File: src/rtl/itra_pkg.sv
// itra_pkg: shared types, constants and the digit-to-ASCII map for the
// integer-to-radix ASCII unit. No dependencies.

package itra_pkg;

	localparam int RADIX_W = 6;
	localparam int DIGIT_W = 6;
	localparam int CHAR_W  = 7;
	localparam int LEN_W   = 6;

	typedef logic [RADIX_W-1:0] radix_t;
	typedef logic [DIGIT_W-1:0] digit_t;
	typedef logic [CHAR_W-1:0]  char_t;
	typedef logic [LEN_W-1:0]   len_t;

	localparam radix_t MIN_RADIX     = radix_t'(2);
	localparam radix_t MAX_RADIX     = radix_t'(36);
	localparam radix_t DECIMAL_RADIX = radix_t'(10);

	localparam char_t CHAR_MINUS  = char_t'(8'h2D);
	localparam char_t CHAR_ZERO   = char_t'(8'h30);
	localparam char_t CHAR_LETTER = char_t'(8'h37);  // 'A' - 10
	localparam char_t CHAR_NONE   = char_t'(0);

	// control into one digit cell
	typedef struct packed {
		logic load;
		logic step;
		logic shift;
	} cell_ctl_t;

	// control into the converter row
	typedef struct packed {
		logic load;
		logic shift;
	} conv_ctl_t;

	// status back from the converter row
	typedef struct packed {
		logic   busy;
		digit_t top;
	} conv_sts_t;

	function automatic char_t digit_char(input digit_t d);
		char_t c;
		if (d < digit_t'(10)) begin
			c = CHAR_ZERO + char_t'(d);
		end else if (d < digit_t'(36)) begin
			c = CHAR_LETTER + char_t'(d);
		end else begin
			c = CHAR_ZERO;
		end
		return c;
	endfunction

endpackage

File: src/rtl/itra_in_if.sv
// itra_in_if: request channel (value, radix) with valid/ready.
// Depends on itra_pkg.

interface itra_in_if #(
	parameter int VALUE_WIDTH = 32
);
	logic                          valid;
	logic                          ready;
	logic signed [VALUE_WIDTH-1:0] value;
	itra_pkg::radix_t              radix;

	modport source (output valid, output value, output radix, input ready);
	modport sink   (input valid, input value, input radix, output ready);
endinterface

File: src/rtl/itra_out_if.sv
// itra_out_if: character channel (character, last, length, bad_radix) with
// valid/ready. Depends on itra_pkg.

interface itra_out_if;
	logic             valid;
	logic             ready;
	itra_pkg::char_t  character;
	logic             last;
	itra_pkg::len_t   length;
	logic             bad_radix;

	modport source (output valid, output character, output last, output length,
		output bad_radix, input ready);
	modport sink   (input valid, input character, input last, input length,
		input bad_radix, output ready);
endinterface

File: src/rtl/itra_cell.sv
// itra_cell: one digit cell of the conversion row; doubles its digit, adds the
// carry in, reduces mod radix and registers the carry out. Depends on itra_pkg.

module itra_cell (
	input  logic               clk,
	input  logic               arst_n,
	input  itra_pkg::cell_ctl_t ctl,
	input  itra_pkg::radix_t   radix,
	input  logic               cin,
	input  logic               en,
	input  itra_pkg::digit_t   shift_in,
	output itra_pkg::digit_t   digit,
	output logic               carry
);

	itra_pkg::digit_t digit_q;
	logic             carry_q;
	logic [itra_pkg::DIGIT_W:0] dbl;
	logic [itra_pkg::DIGIT_W:0] diff;
	logic                       ge;

	assign dbl   = {digit_q, cin};
	assign ge    = dbl >= {1'b0, radix};
	assign diff  = dbl - {1'b0, radix};
	assign digit = digit_q;
	assign carry = carry_q;

	always_ff @(posedge clk or negedge arst_n) begin
		if (!arst_n) begin
			carry_q <= 1'b0;
		end else begin
			carry_q <= ctl.step & en & ge & ~ctl.load;
		end
	end

	always_ff @(posedge clk) begin
		priority if (ctl.load) begin
			digit_q <= '0;
		end else if (ctl.step) begin
			if (en) begin
				digit_q <= ge ? diff[itra_pkg::DIGIT_W-1:0] : dbl[itra_pkg::DIGIT_W-1:0];
			end
		end else if (ctl.shift) begin
			digit_q <= shift_in;
		end else begin
			digit_q <= digit_q;
		end
	end

endmodule

File: src/rtl/itra_conv.sv
// itra_conv: bit-serial radix converter; the magnitude shifts in MSB first
// through a skewed row of itra_cell digits, then the row shifts out upward.
// Depends on itra_pkg and itra_cell.

module itra_conv #(
	parameter int VALUE_WIDTH = 32,
	parameter int NW = $clog2(VALUE_WIDTH + 1)
) (
	input  logic                   clk,
	input  logic                   arst_n,
	input  itra_pkg::conv_ctl_t    ctl,
	input  logic [VALUE_WIDTH-1:0] mag,
	input  itra_pkg::radix_t       radix,
	output itra_pkg::conv_sts_t    sts,
	output logic [NW-1:0]          count
);

	localparam int TW = $clog2(2 * VALUE_WIDTH);

	logic [VALUE_WIDTH-1:0] bits_q;
	itra_pkg::radix_t       radix_q;
	logic [TW-1:0]          step_q;
	logic                   run_q;
	logic [NW-1:0]          count_q;

	itra_pkg::digit_t       digit [VALUE_WIDTH];
	logic [VALUE_WIDTH-1:0] carry;
	logic [VALUE_WIDTH-1:0] cin;
	logic [VALUE_WIDTH-1:0] en;
	itra_pkg::cell_ctl_t    cell_ctl;
	logic                   grow;

	assign cell_ctl.load  = ctl.load;
	assign cell_ctl.step  = run_q;
	assign cell_ctl.shift = ctl.shift;

	genvar gi;
	generate
		for (gi = 0; gi < VALUE_WIDTH; gi++) begin : g_cell
			itra_pkg::digit_t sin;
			if (gi == 0) begin : g_bot
				assign cin[gi] = bits_q[VALUE_WIDTH-1];
				assign sin     = '0;
			end else begin : g_up
				assign cin[gi] = carry[gi-1];
				assign sin     = digit[gi-1];
			end
			assign en[gi] = step_q < TW'(VALUE_WIDTH + gi);
			itra_cell u_cell (
				.clk      (clk),
				.arst_n   (arst_n),
				.ctl      (cell_ctl),
				.radix    (radix_q),
				.cin      (cin[gi]),
				.en       (en[gi]),
				.shift_in (sin),
				.digit    (digit[gi]),
				.carry    (carry[gi])
			);
		end
	endgenerate

	// a carry reaching the first unused cell adds one digit
	always_comb begin
		grow = 1'b0;
		for (int j = 1; j < VALUE_WIDTH; j++) begin
			if (count_q == NW'(j) && carry[j-1]) begin
				grow = 1'b1;
			end
		end
	end

	always_ff @(posedge clk or negedge arst_n) begin
		if (!arst_n) begin
			run_q   <= 1'b0;
			step_q  <= '0;
			count_q <= '0;
		end else if (ctl.load) begin
			run_q   <= 1'b1;
			step_q  <= '0;
			count_q <= NW'(1);
		end else if (run_q) begin
			step_q <= step_q + TW'(1);
			if (step_q == TW'(2 * VALUE_WIDTH - 2)) begin
				run_q <= 1'b0;
			end
			if (grow) begin
				count_q <= count_q + NW'(1);
			end
		end
	end

	always_ff @(posedge clk) begin
		if (ctl.load) begin
			bits_q  <= mag;
			radix_q <= radix;
		end else if (run_q) begin
			bits_q <= bits_q << 1;
		end
	end

	assign sts.busy = run_q;
	assign sts.top  = digit[VALUE_WIDTH-1];
	assign count    = count_q;

	a_top_no_carry: assert property (@(posedge clk) disable iff (!arst_n)
		!carry[VALUE_WIDTH-1])
		else $error("carry out of the top digit cell");

	a_count_range: assert property (@(posedge clk) disable iff (!arst_n)
		count_q <= NW'(VALUE_WIDTH))
		else $error("digit count beyond row length");

endmodule

File: src/rtl/integer_to_radix_ascii_unit.sv
// integer_to_radix_ascii_unit: top level; sign handling, sequencing and the
// output word register around itra_conv. Depends on itra_pkg, itra_in_if,
// itra_out_if and itra_conv.
//
//   channel  | role   | fields                               | handshake
//   request  | sink   | value, radix                         | valid/ready
//   result   | source | character, last, length, bad_radix  | valid/ready
//
// A conversion runs from the accept cycle through the steps in which the carry
// wavefront crosses the digit cell row and the exit from the run, then shifts
// leading zeros and digits out; a minus sign and result stalls lengthen it.
// A bad radix emits a single bad_radix word. arst_n clears all control state;
// request.ready is high only when idle, and a stalled result word holds.

module integer_to_radix_ascii_unit #(
	parameter int VALUE_WIDTH = 32
) (
	input logic              clk,
	input logic              arst_n,
	itra_in_if.sink          request,
	itra_out_if.source       result
);

	localparam int NW = $clog2(VALUE_WIDTH + 1);

	typedef enum logic [2:0] {
		S_IDLE, S_BAD, S_CONV, S_SKIP, S_SIGN, S_DIGIT
	} state_t;

	state_t                 state_q;
	logic                   neg_q;
	logic [NW-1:0]          cnt_q;
	logic                   res_valid_q;
	itra_pkg::char_t        res_char_q;
	logic                   res_last_q;
	itra_pkg::len_t         res_len_q;
	logic                   res_bad_q;

	itra_pkg::conv_ctl_t    ctl;
	itra_pkg::conv_sts_t    sts;
	logic [NW-1:0]          count;
	logic [VALUE_WIDTH-1:0] raw;
	logic [VALUE_WIDTH-1:0] mag;
	logic                   radix_ok;
	logic                   is_neg;
	logic                   slot_free;
	logic                   emit;
	logic [NW:0]            total;

	assign raw       = request.value;
	assign radix_ok  = request.radix >= itra_pkg::MIN_RADIX &&
		request.radix <= itra_pkg::MAX_RADIX;
	assign is_neg    = request.radix == itra_pkg::DECIMAL_RADIX && raw[VALUE_WIDTH-1];
	assign mag       = is_neg ? (~raw) + VALUE_WIDTH'(1) : raw;
	assign slot_free = !res_valid_q || result.ready;
	assign emit      = slot_free &&
		(state_q == S_BAD || state_q == S_SIGN || state_q == S_DIGIT);
	assign total     = {1'b0, count} + (NW+1)'(neg_q);

	assign ctl.load  = state_q == S_IDLE && request.valid && radix_ok;
	assign ctl.shift = (state_q == S_SKIP && cnt_q != count) ||
		(state_q == S_DIGIT && slot_free);

	itra_conv #(
		.VALUE_WIDTH (VALUE_WIDTH),
		.NW          (NW)
	) u_conv (
		.clk    (clk),
		.arst_n (arst_n),
		.ctl    (ctl),
		.mag    (mag),
		.radix  (request.radix),
		.sts    (sts),
		.count  (count)
	);

	assign request.ready    = state_q == S_IDLE;
	assign result.valid     = res_valid_q;
	assign result.character = res_char_q;
	assign result.last      = res_last_q;
	assign result.length    = res_len_q;
	assign result.bad_radix = res_bad_q;

	always_ff @(posedge clk or negedge arst_n) begin
		if (!arst_n) begin
			state_q     <= S_IDLE;
			neg_q       <= 1'b0;
			cnt_q       <= '0;
			res_valid_q <= 1'b0;
			res_char_q  <= itra_pkg::CHAR_NONE;
			res_last_q  <= 1'b0;
			res_len_q   <= '0;
			res_bad_q   <= 1'b0;
		end else begin
			if (emit) begin
				res_valid_q <= 1'b1;
			end else if (result.ready) begin
				res_valid_q <= 1'b0;
			end
			unique case (state_q)
				S_IDLE: begin
					if (request.valid) begin
						neg_q   <= is_neg & radix_ok;
						state_q <= radix_ok ? S_CONV : S_BAD;
					end
				end
				S_BAD: begin
					if (slot_free) begin
						res_char_q  <= itra_pkg::CHAR_NONE;
						res_last_q  <= 1'b1;
						res_len_q   <= '0;
						res_bad_q   <= 1'b1;
						state_q     <= S_IDLE;
					end
				end
				S_CONV: begin
					if (!sts.busy) begin
						cnt_q   <= NW'(VALUE_WIDTH);
						state_q <= S_SKIP;
					end
				end
				S_SKIP: begin
					if (cnt_q == count) begin
						state_q <= neg_q ? S_SIGN : S_DIGIT;
					end else begin
						cnt_q <= cnt_q - NW'(1);
					end
				end
				S_SIGN: begin
					if (slot_free) begin
						res_char_q  <= itra_pkg::CHAR_MINUS;
						res_last_q  <= 1'b0;
						res_len_q   <= '0;
						res_bad_q   <= 1'b0;
						state_q     <= S_DIGIT;
					end
				end
				S_DIGIT: begin
					if (slot_free) begin
						res_char_q  <= itra_pkg::digit_char(sts.top);
						res_last_q  <= cnt_q == NW'(1);
						res_len_q   <= (cnt_q == NW'(1)) ? itra_pkg::len_t'(total) : '0;
						res_bad_q   <= 1'b0;
						cnt_q       <= cnt_q - NW'(1);
						if (cnt_q == NW'(1)) begin
							state_q <= S_IDLE;
						end
					end
				end
				default: state_q <= S_IDLE;
			endcase
		end
	end

	a_skip_zero: assert property (@(posedge clk) disable iff (!arst_n)
		(state_q == S_SKIP && cnt_q != count) |-> sts.top == '0)
		else $error("nonzero digit dropped as leading zero");

	a_lead_digit: assert property (@(posedge clk) disable iff (!arst_n)
		(state_q == S_DIGIT && cnt_q == count && count > NW'(1)) |-> sts.top != '0)
		else $error("leading digit is zero");

	a_emit_idle_row: assert property (@(posedge clk) disable iff (!arst_n)
		(state_q == S_SKIP || state_q == S_SIGN || state_q == S_DIGIT) |->
		(!sts.busy && cnt_q != '0))
		else $error("emitting while row busy or empty");

endmodule
File: src/flat_wrapper.sv
// flat-port wrapper written by rule: the top's interface ports become plain ports
module integer_to_radix_ascii_unit_flat 
#(
	parameter int VALUE_WIDTH = 32
)
  (clk, arst_n, request_valid, request_value, request_radix, request_ready, result_valid, result_character, result_last, result_length, result_bad_radix, result_ready);
  itra_in_if #(.VALUE_WIDTH(VALUE_WIDTH)) request_i ();
  itra_out_if result_i ();
  input logic clk;
  input logic arst_n;
  input wire logic [$bits(request_i.valid)-1:0] request_valid;
  input wire logic [$bits(request_i.value)-1:0] request_value;
  input wire logic [$bits(request_i.radix)-1:0] request_radix;
  output wire logic [$bits(request_i.ready)-1:0] request_ready;
  output wire logic [$bits(result_i.valid)-1:0] result_valid;
  output wire logic [$bits(result_i.character)-1:0] result_character;
  output wire logic [$bits(result_i.last)-1:0] result_last;
  output wire logic [$bits(result_i.length)-1:0] result_length;
  output wire logic [$bits(result_i.bad_radix)-1:0] result_bad_radix;
  input wire logic [$bits(result_i.ready)-1:0] result_ready;
  assign request_i.valid = request_valid;
  assign request_i.value = request_value;
  assign request_i.radix = request_radix;
  assign request_ready = request_i.ready;
  assign result_valid = result_i.valid;
  assign result_character = result_i.character;
  assign result_last = result_i.last;
  assign result_length = result_i.length;
  assign result_bad_radix = result_i.bad_radix;
  assign result_i.ready = result_ready;
  integer_to_radix_ascii_unit #(.VALUE_WIDTH(VALUE_WIDTH)) u_core (.clk(clk), .arst_n(arst_n), .request(request_i), .result(result_i));
endmodule
File: config.mk
export PLATFORM = sky130hd
export DESIGN_NAME = integer_to_radix_ascii_unit_flat
export DESIGN_NICKNAME = d
export VERILOG_FILES = /design/src/rtl/itra_pkg.sv /design/src/rtl/itra_in_if.sv /design/src/rtl/itra_out_if.sv /design/src/rtl/itra_cell.sv /design/src/rtl/itra_conv.sv /design/src/rtl/integer_to_radix_ascii_unit.sv /design/src/flat_wrapper.sv
export SDC_FILE = /design/constraint.sdc
export NUM_CORES = 1
export LEC_CHECK = 0
export ABC_CLOCK_PERIOD_IN_PS = 5500
export BUFFER_PORTS_ARGS = -buffer_cell sky130_fd_sc_hd__clkbuf_2
export CORE_ASPECT_RATIO = 1.2
export CORE_UTILIZATION = 65
export CTS_CLUSTER_SIZE = 28
export DETAILED_ROUTE_END_ITERATION = 10
export HOLD_SLACK_MARGIN = 0.02
export PLACE_DENSITY = 0.82
export SYNTH_ARGS = -nofsm -noshare
export SYNTH_HDL_FRONTEND = slang
export SYNTH_SLANG_ARGS = --single-unit
File: constraint.sdc
create_clock -name clk -period 5.5 [get_ports clk]
set_clock_uncertainty 0.15 [all_clocks]
set_input_delay 0.55 -clock clk [delete_from_list [all_inputs] [get_ports clk]]
set_output_delay 0.55 -clock clk [all_outputs]
set_load 0.01 [all_outputs]
# ---- Word-level counts from Yosys, hierarchy flattened
# Index checks and enable logic that the tools add are counted.
dict set report totals {
  out_inout_bits 17
  word_cells 656
  register_bits 300
}
dict set report op_classes {
  order_cmp 68
  mux 201
  reduce_logical 93
  n_eq_ne 83
  add_sub_neg 39
  bitwise_logic 96
}
# operator n
set op_table {}
lappend op_table {{$mux 6} 139}
lappend op_table {{$ge 7x6->1} 32}
lappend op_table {{$lt 6x6->1 const B} 33}
lappend op_table {{$sub 6x6->6} 32}
lappend op_table {{$eq 6x5->1 const B} 16}
lappend op_table {{$mux 32} 3}
lappend op_table {{$and 1x1->1} 94}
lappend op_table {{$ne 2x1->1 const B} 37}
lappend op_table {{$reduce_and 2->1} 34}
lappend op_table {{$eq 6x4->1 const B} 9}
lappend op_table {{$mux 1} 40}
lappend op_table {{$logic_and 1x1->1} 38}
lappend op_table {{$mux 7} 5}
lappend op_table {{$add 32x1->32 const B} 1}
lappend op_table {{$not 32->32} 1}
lappend op_table {{$eq 6x3->1 const B} 4}
lappend op_table {{$mux 3} 7}
lappend op_table {{$pmux 7 s3} 1}
lappend op_table {{$pmux 3 s6} 1}
lappend op_table {{$pmux 6 s3} 1}
lappend op_table {{$add 6x6->7 const A} 2}
lappend op_table {{$add 6x1->6 const B} 2}
lappend op_table {{$eq 6x1->1 const B} 2}
lappend op_table {{$eq 6x2->1 const B} 2}
lappend op_table {{26 further kinds} 44}

# ---- Longest topological paths before layout
dict set report depth {
  ltp_word 36
  ltp_mapped 10
  mapped_depth_nobuf 9
}

# ---- By module
# Synthesis repeated with hierarchy kept, for this count alone.
dict set report unflattened {
  hier_cells 3039
  hier_area_um2 27049.7
}
# mod seq_area_each_um2 n_inst area_each_um2 cells_per_inst
set modules_own_cells {}
lappend modules_own_cells {itra_cell 145.1 32 681.9 78}
lappend modules_own_cells {itra_conv 1466.4 1 2900.3 250}
lappend modules_own_cells {integer_to_radix_ascii_unit 650.6 1 2328.5 293}

# ---- Least setup slack after synthesis
# OpenSTA, ideal clock, no wires.
dict set report synth_timing {
  path_kind {register to register}
  startpoint {register u_core.u_conv.radix_q[1]}
  endpoint {register u_core.u_conv.g_cell[16].u_cell.digit_q[1]}
  path_stages_with_launch 10
  period_less_slack_ns 4.867
  n_path_buf 1
  slack_ns 0.633
  arrival_ns 4.613
  path_cell_list {edfxtp_1 > inv_1 > ha_1 > nor2b_1 > o31a_1 > o21bai_1 > and2_1 > clkbuf_1 > mux2_2 > a2111oi_2}
}
dict set report synth_via {
  elab_chain_len 4
  word_cells_on_any_way 5
  classes_between {add/sub: 1; order compare: 1; mux: 3}
}
# element line
set synth_lines {}
lappend synth_lines {{start, declared} itra_conv.sv:21} ;# itra_pkg::radix_t radix_q;
lappend synth_lines {{start signal, assigned} itra_conv.sv:96} ;# radix_q <= radix;
lappend synth_lines {{$sub 6x6->6 or $ge 7x6->1 (tied branches)} {itra_cell.sv:24, itra_cell.sv:23}}
lappend synth_lines {{$mux 6 *} itra_cell.sv:41} ;# digit_q <= ge ? diff[itra_pkg::DIGIT_W-1:0] : dbl[itra_pkg::DIGIT_W-1:0];
lappend synth_lines {{$mux 6 *} itra_cell.sv:40} ;# if (en) begin
lappend synth_lines {{$mux 6 *} itra_cell.sv:39} ;# end else if (ctl.step) begin
lappend synth_lines {{end signal, assigned} itra_cell.sv:41}
lappend synth_lines {{end signal, assigned} itra_cell.sv:44} ;# digit_q <= shift_in;
lappend synth_lines {{end signal, assigned} itra_cell.sv:46} ;# digit_q <= digit_q;
lappend synth_lines {{end, declared} itra_cell.sv:16} ;# itra_pkg::digit_t digit_q;
# Mark *: on every way between the ends. The rest lies on a longest branch, timed or not. The select of a mux whose other input is x is not followed.
# A chain may end at the register's enable or synchronous reset.

# ---- Final worst setup path
dict set report layout_timing {
  startpoint {register u_core.u_conv.count_q[3], in the netlist u_core.u_conv.count[3]}
  endpoint {register u_core.u_conv.g_cell[7].u_cell.digit_q[0]}
}
dict set report layout_via {
  elab_chain_len 5
}
# element line
set layout_lines {}
lappend layout_lines {{start, declared} itra_conv.sv:24} ;# logic [NW-1:0] count_q;
lappend layout_lines {{start signal, assigned} itra_conv.sv:88} ;# count_q <= count_q + NW'(1);
lappend layout_lines {{$ne 6x6->1} integer_to_radix_ascii_unit.sv:61} ;# assign ctl.shift = (state_q == S_SKIP && cnt_q != count) ||
lappend layout_lines {{$logic_and 1x1->1} integer_to_radix_ascii_unit.sv:61}
lappend layout_lines {{$logic_or 1x1->1} integer_to_radix_ascii_unit.sv:61}
lappend layout_lines {{$reduce_bool 2->1 (no line)} -}
lappend layout_lines {{$reduce_and 2->1 (no line)} -}
lappend layout_lines {{end signal, assigned} itra_cell.sv:41}
lappend layout_lines {{end signal, assigned} itra_cell.sv:44}
lappend layout_lines {{end signal, assigned} itra_cell.sv:46}
lappend layout_lines {{end, declared} itra_cell.sv:16}
# No other way between the ends.

==> impl_metrics.yaml <==
placement:
  pre_cts_ws_ns: 2.02
  place_hpwl_um: 50800
  port_buffers: 58
  globalplace.congestion: 0.940
setup_path:
  worst_ep_arrival_time_ns: 3.90
  r2r.worst_path.cells: 7
  end_kind: "flip-flop"
  worst_ep_required_ns: 5.78
  path_class: "reg -> reg"
  setup_crit_start_kind: "flip-flop"
  r2r_end: "u_core.u_conv.g_cell[7].u_cell.digit[0]"
  reg2reg_from: "u_core.u_conv.count[3]"
  worstPathMaxFanout: 21
  setup.reg_to_reg.worst_slack_ns: 1.88
worst_hold_path:
  hold_depth: 1
  worstHoldPathType: "in -> reg"
  capture_endpoint_of_the_worst_hold_path: "u_core.u_conv.radix_q[3]"
  hold_start: "request_radix[3]"
floorplan:
  floorplan.io_pins: 59
  floorplan.die.width_um: 179
  die_area_um2: 38500
  placeableCoreArea_um2: 37000
  rows: 77
  starting_density_of_the_core: 0.663
  die_h_um: 215
route:
  total_number_of_vias: 24800
  detail_route.drc_violations: 0
  wl_per_cell_um: 21.1
  detailedRoute.firstPassIterationCount: 6
  total_routed_wirelength_um: 74700
  via_per_inst: 7.02
  antenna_left: 0
  dr.first_iter.drc_count: 2450
pwr:
  p_leak_nw: 11.0
  cellPowerDensity_nw_per_um2: 701
  ir_worst_vdd_mv: 0.461
timing:
  timing.fmax_ghz: 0.276
  timing.final.setup_violations: 0
  post-route-worst-setup-slack_ns: 1.88
  period_share: 0.658
  final_period_minus_worst_setup_slack_ns: 3.62
  tightest_slew_ns: 1.19
  slew-limit-headroom: 0.199
  rsz0062_at_grt: "false"
  slew_viol_final: 0
  final_hold_viol_count: 0
  fin_tns_setup_ns: 0
clocking:
  cts.sink_count: 300
  clock_tree.htree_level_count: 2
  clock_pin_slew_worst_setup_and_hold_paths_ns: 0.07
  clock_path_buffers: 3
  clockRootBuffer: "clkbuf_16"
  cts_inserted_buffers: 36
  postCtsResizedCells: 0
  clock_latency_ns: 0.55
  cts_tree: "yes"
  cts-hold-fix-buffers: 1
  post_cts.repair.setup_buffers: 0
cells_and_area:
  filler_cell_count: 3011
  area.sequential_um2: 6740
  final_net_count: 3312
  multi_input_comb_area_um2: 16800
  n_antenna_cell: 0
  ratio_of_cells_with_drive_above_1_in_the_final_layout: 0.0690
  syn2layout_area_growth_pct: 7.39
grt:
  global_route.overflow_total: 0
  grtUsageTotal: 0.383
  number_of_antenna_violations_at_the_first_check_in_global_routing: 0
  vias_in_the_first_global_route: 24100
  grt_pass1_wl_um: 120000
  maximum_number_of_pins_on_one_net_before_global_route_repair: 193
yosys:
  syn-cell-area_um2: 24500
  synth_ff_type: "dfxtp_1"
  syn-num-nets: 3311
  yosysSeqAreaShare: 0.274
  synth_edf_count: 38
  synth-seq-cells: 300
  synth_area_per_cell_um2: 8.10
  synth.yosys.warnings: 0
  postSynthCellCount: 3030
  ffs_w_async_s_r_synth: 0.233
  synthDistinctLibCells: 92
job:
  max-cap-violations: 0
run_status:
  outcome: "finished, final reports clean"
[metrics by stage]
stage,instance area (µm²),util,hold WS [ns],power [mW],instances
3_3_place_gp,25200,0.680,0.263,15.1,3466
4_1_cts,26400,0.712,0.0507,18.2,3533
6_report,26400,0.712,0.0634,18.5,3533
2_1_floorplan,24500,-,0.104,13.1,3030
3_5_place_dp,25200,0.680,0.267,15.7,3466
5_1_grt,26400,0.712,0.0677,19.9,3533
[cells in the mapped netlist (20+ instances only)]
master    instances  area [µm²]
nand2b_1         37         231
o31a_1           36         315
a31oi_1          54         338
edfxtp_1         38        1140
dfxtp_1         192        3840
clkbuf_1         84         315
o311ai_0         25         219
nor3_1           90         450
o211a_1          23         230
fa_1             32         641
dfrtp_1          70        1750
o21ai_0         351        1760
a21boi_0         28         210
buf_2            23         115
a211oi_1         50         375
o221ai_1         32         280
xor2_1           85         744
nor2_1          215         807
o41ai_1          28         245
nand3_1          97         485
a32o_1           33         330
nor2b_1          67         419
xnor2_1          27         236
o32ai_1          20         175
o31ai_1          48         360
inv_1           128         480
ha_1            207        2590
and3_1           24         150
nand2_1         293        1100
o21a_1           60         450
nand4_1          22         138
a21oi_1         169         846
o211ai_1         58         435
[layout by cell type, fill, tap and decap left out, types with 24 or more instances in the layout]
master	Yosys	layout
o21ai_0	351	351
nand2_1	293	293
nor2_1	215	215
ha_1	207	207
dfxtp_1	192	192
a21oi_1	169	169
inv_1	128	122
nand3_1	97	97
nor3_1	90	90
xor2_1	85	85
dfrtp_1	70	69
nor2b_1	67	67
o21a_1	60	60
o211ai_1	58	58
clkbuf_2	1	57
a31oi_1	54	54
a211oi_1	50	50
o31ai_1	48	48
clkbuf_16	0	39
edfxtp_1	38	38
nand2b_1	37	37
o31a_1	36	36
a32o_1	33	33
o221ai_1	32	32
fa_1	32	32
a21boi_0	28	28
o41ai_1	28	28
buf_4	6	28
xnor2_1	27	27
o311ai_0	25	25
and3_1	24	24
[layout make-up]
cell class / count / area share
multi-input combinational: 2476 / 0.638
timing repair buffer: 88 / 0.0207
inverter: 129 / 0.0185
sequential: 300 / 0.256
clock inverter: 12 / 0.00404
clock buffer: 54 / 0.0407
tap: 474 / 0.0225
[worst max-delay path by stage]
| stage | start | to |
|---|---|---|
| floorplan | u_core.u_conv.radix_q[1] | u_core.u_conv.g_cell[16].u_cell.digit[1] |
| global placement | u_core.u_conv.radix_q[3] | u_core.u_conv.g_cell[3].u_cell.digit[1] |
| detailed placement | u_core.u_conv.count[3] | u_core.u_conv.g_cell[7].u_cell.digit[0] |
| CTS | u_core.u_conv.count[3] | u_core.u_conv.g_cell[13].u_cell.digit[0] |
| global route | u_core.u_conv.count[3] | u_core.u_conv.g_cell[13].u_cell.digit[2] |
| finish | u_core.u_conv.count[3] | u_core.u_conv.g_cell[7].u_cell.digit[0] |
[worst max-delay path: stages, from the launching register on]
cell	delay, ns
dfrtp_1	0.81
xor2_1	0.23
nor4_4	0.52
and3_1	0.80
buf_4	0.35
o21ai_0	0.23
nand2_1	0.27
o32ai_1	0.13
[sequential cells by signal (all words and copies together), names as in the netlist]
name and cells:
u_core.result.character 7, u_core.u_conv.step_q 6, u_core.u_conv.bits_q 32, u_core.state_q 3, u_core.u_conv.run_q 1, u_core.result.bad_radix 1
u_core.u_conv.g_cell.u_cell.digit 192, u_core.result.length 6, u_core.u_conv.count 6, u_core.u_conv.radix_q 6, u_core.result.valid 1, u_core.neg_q 1
u_core.cnt_q 6, u_core.u_conv.g_cell.u_cell.carry 31, u_core.result.last 1
[cells by family after synthesis]
logic type	share of synthesized area
simple gates	0.181
mux	0.0101
compound gates	0.322
flops	0.274
fa+ha+maj	0.132
xor+xnor	0.0400
buf+inv	0.0410
[report_power, final]
part | leakage, nW | switching (mW) | internal, mW | total, mW
clock network | 0.583 | 1.03 | 1.41 | 2.44
logic | 7.55 | 6.32 | 4.93 | 11.2
registers | 2.88 | 1.31 | 3.48 | 4.79
[layer usage]
metal | up-vias | share of wire | global-route usage
met4 | 0 | 0.060 | 0.241
met3 | 325 | 0.081 | 0.0625
met2 | 1196 | 0.47 | 0.625
met1 | 11800 | 0.39 | 0.464
li1 | 11500 | - | -
met5 | - | 0 | 0
No activity file was read; power rests on OpenSTA's default activity.
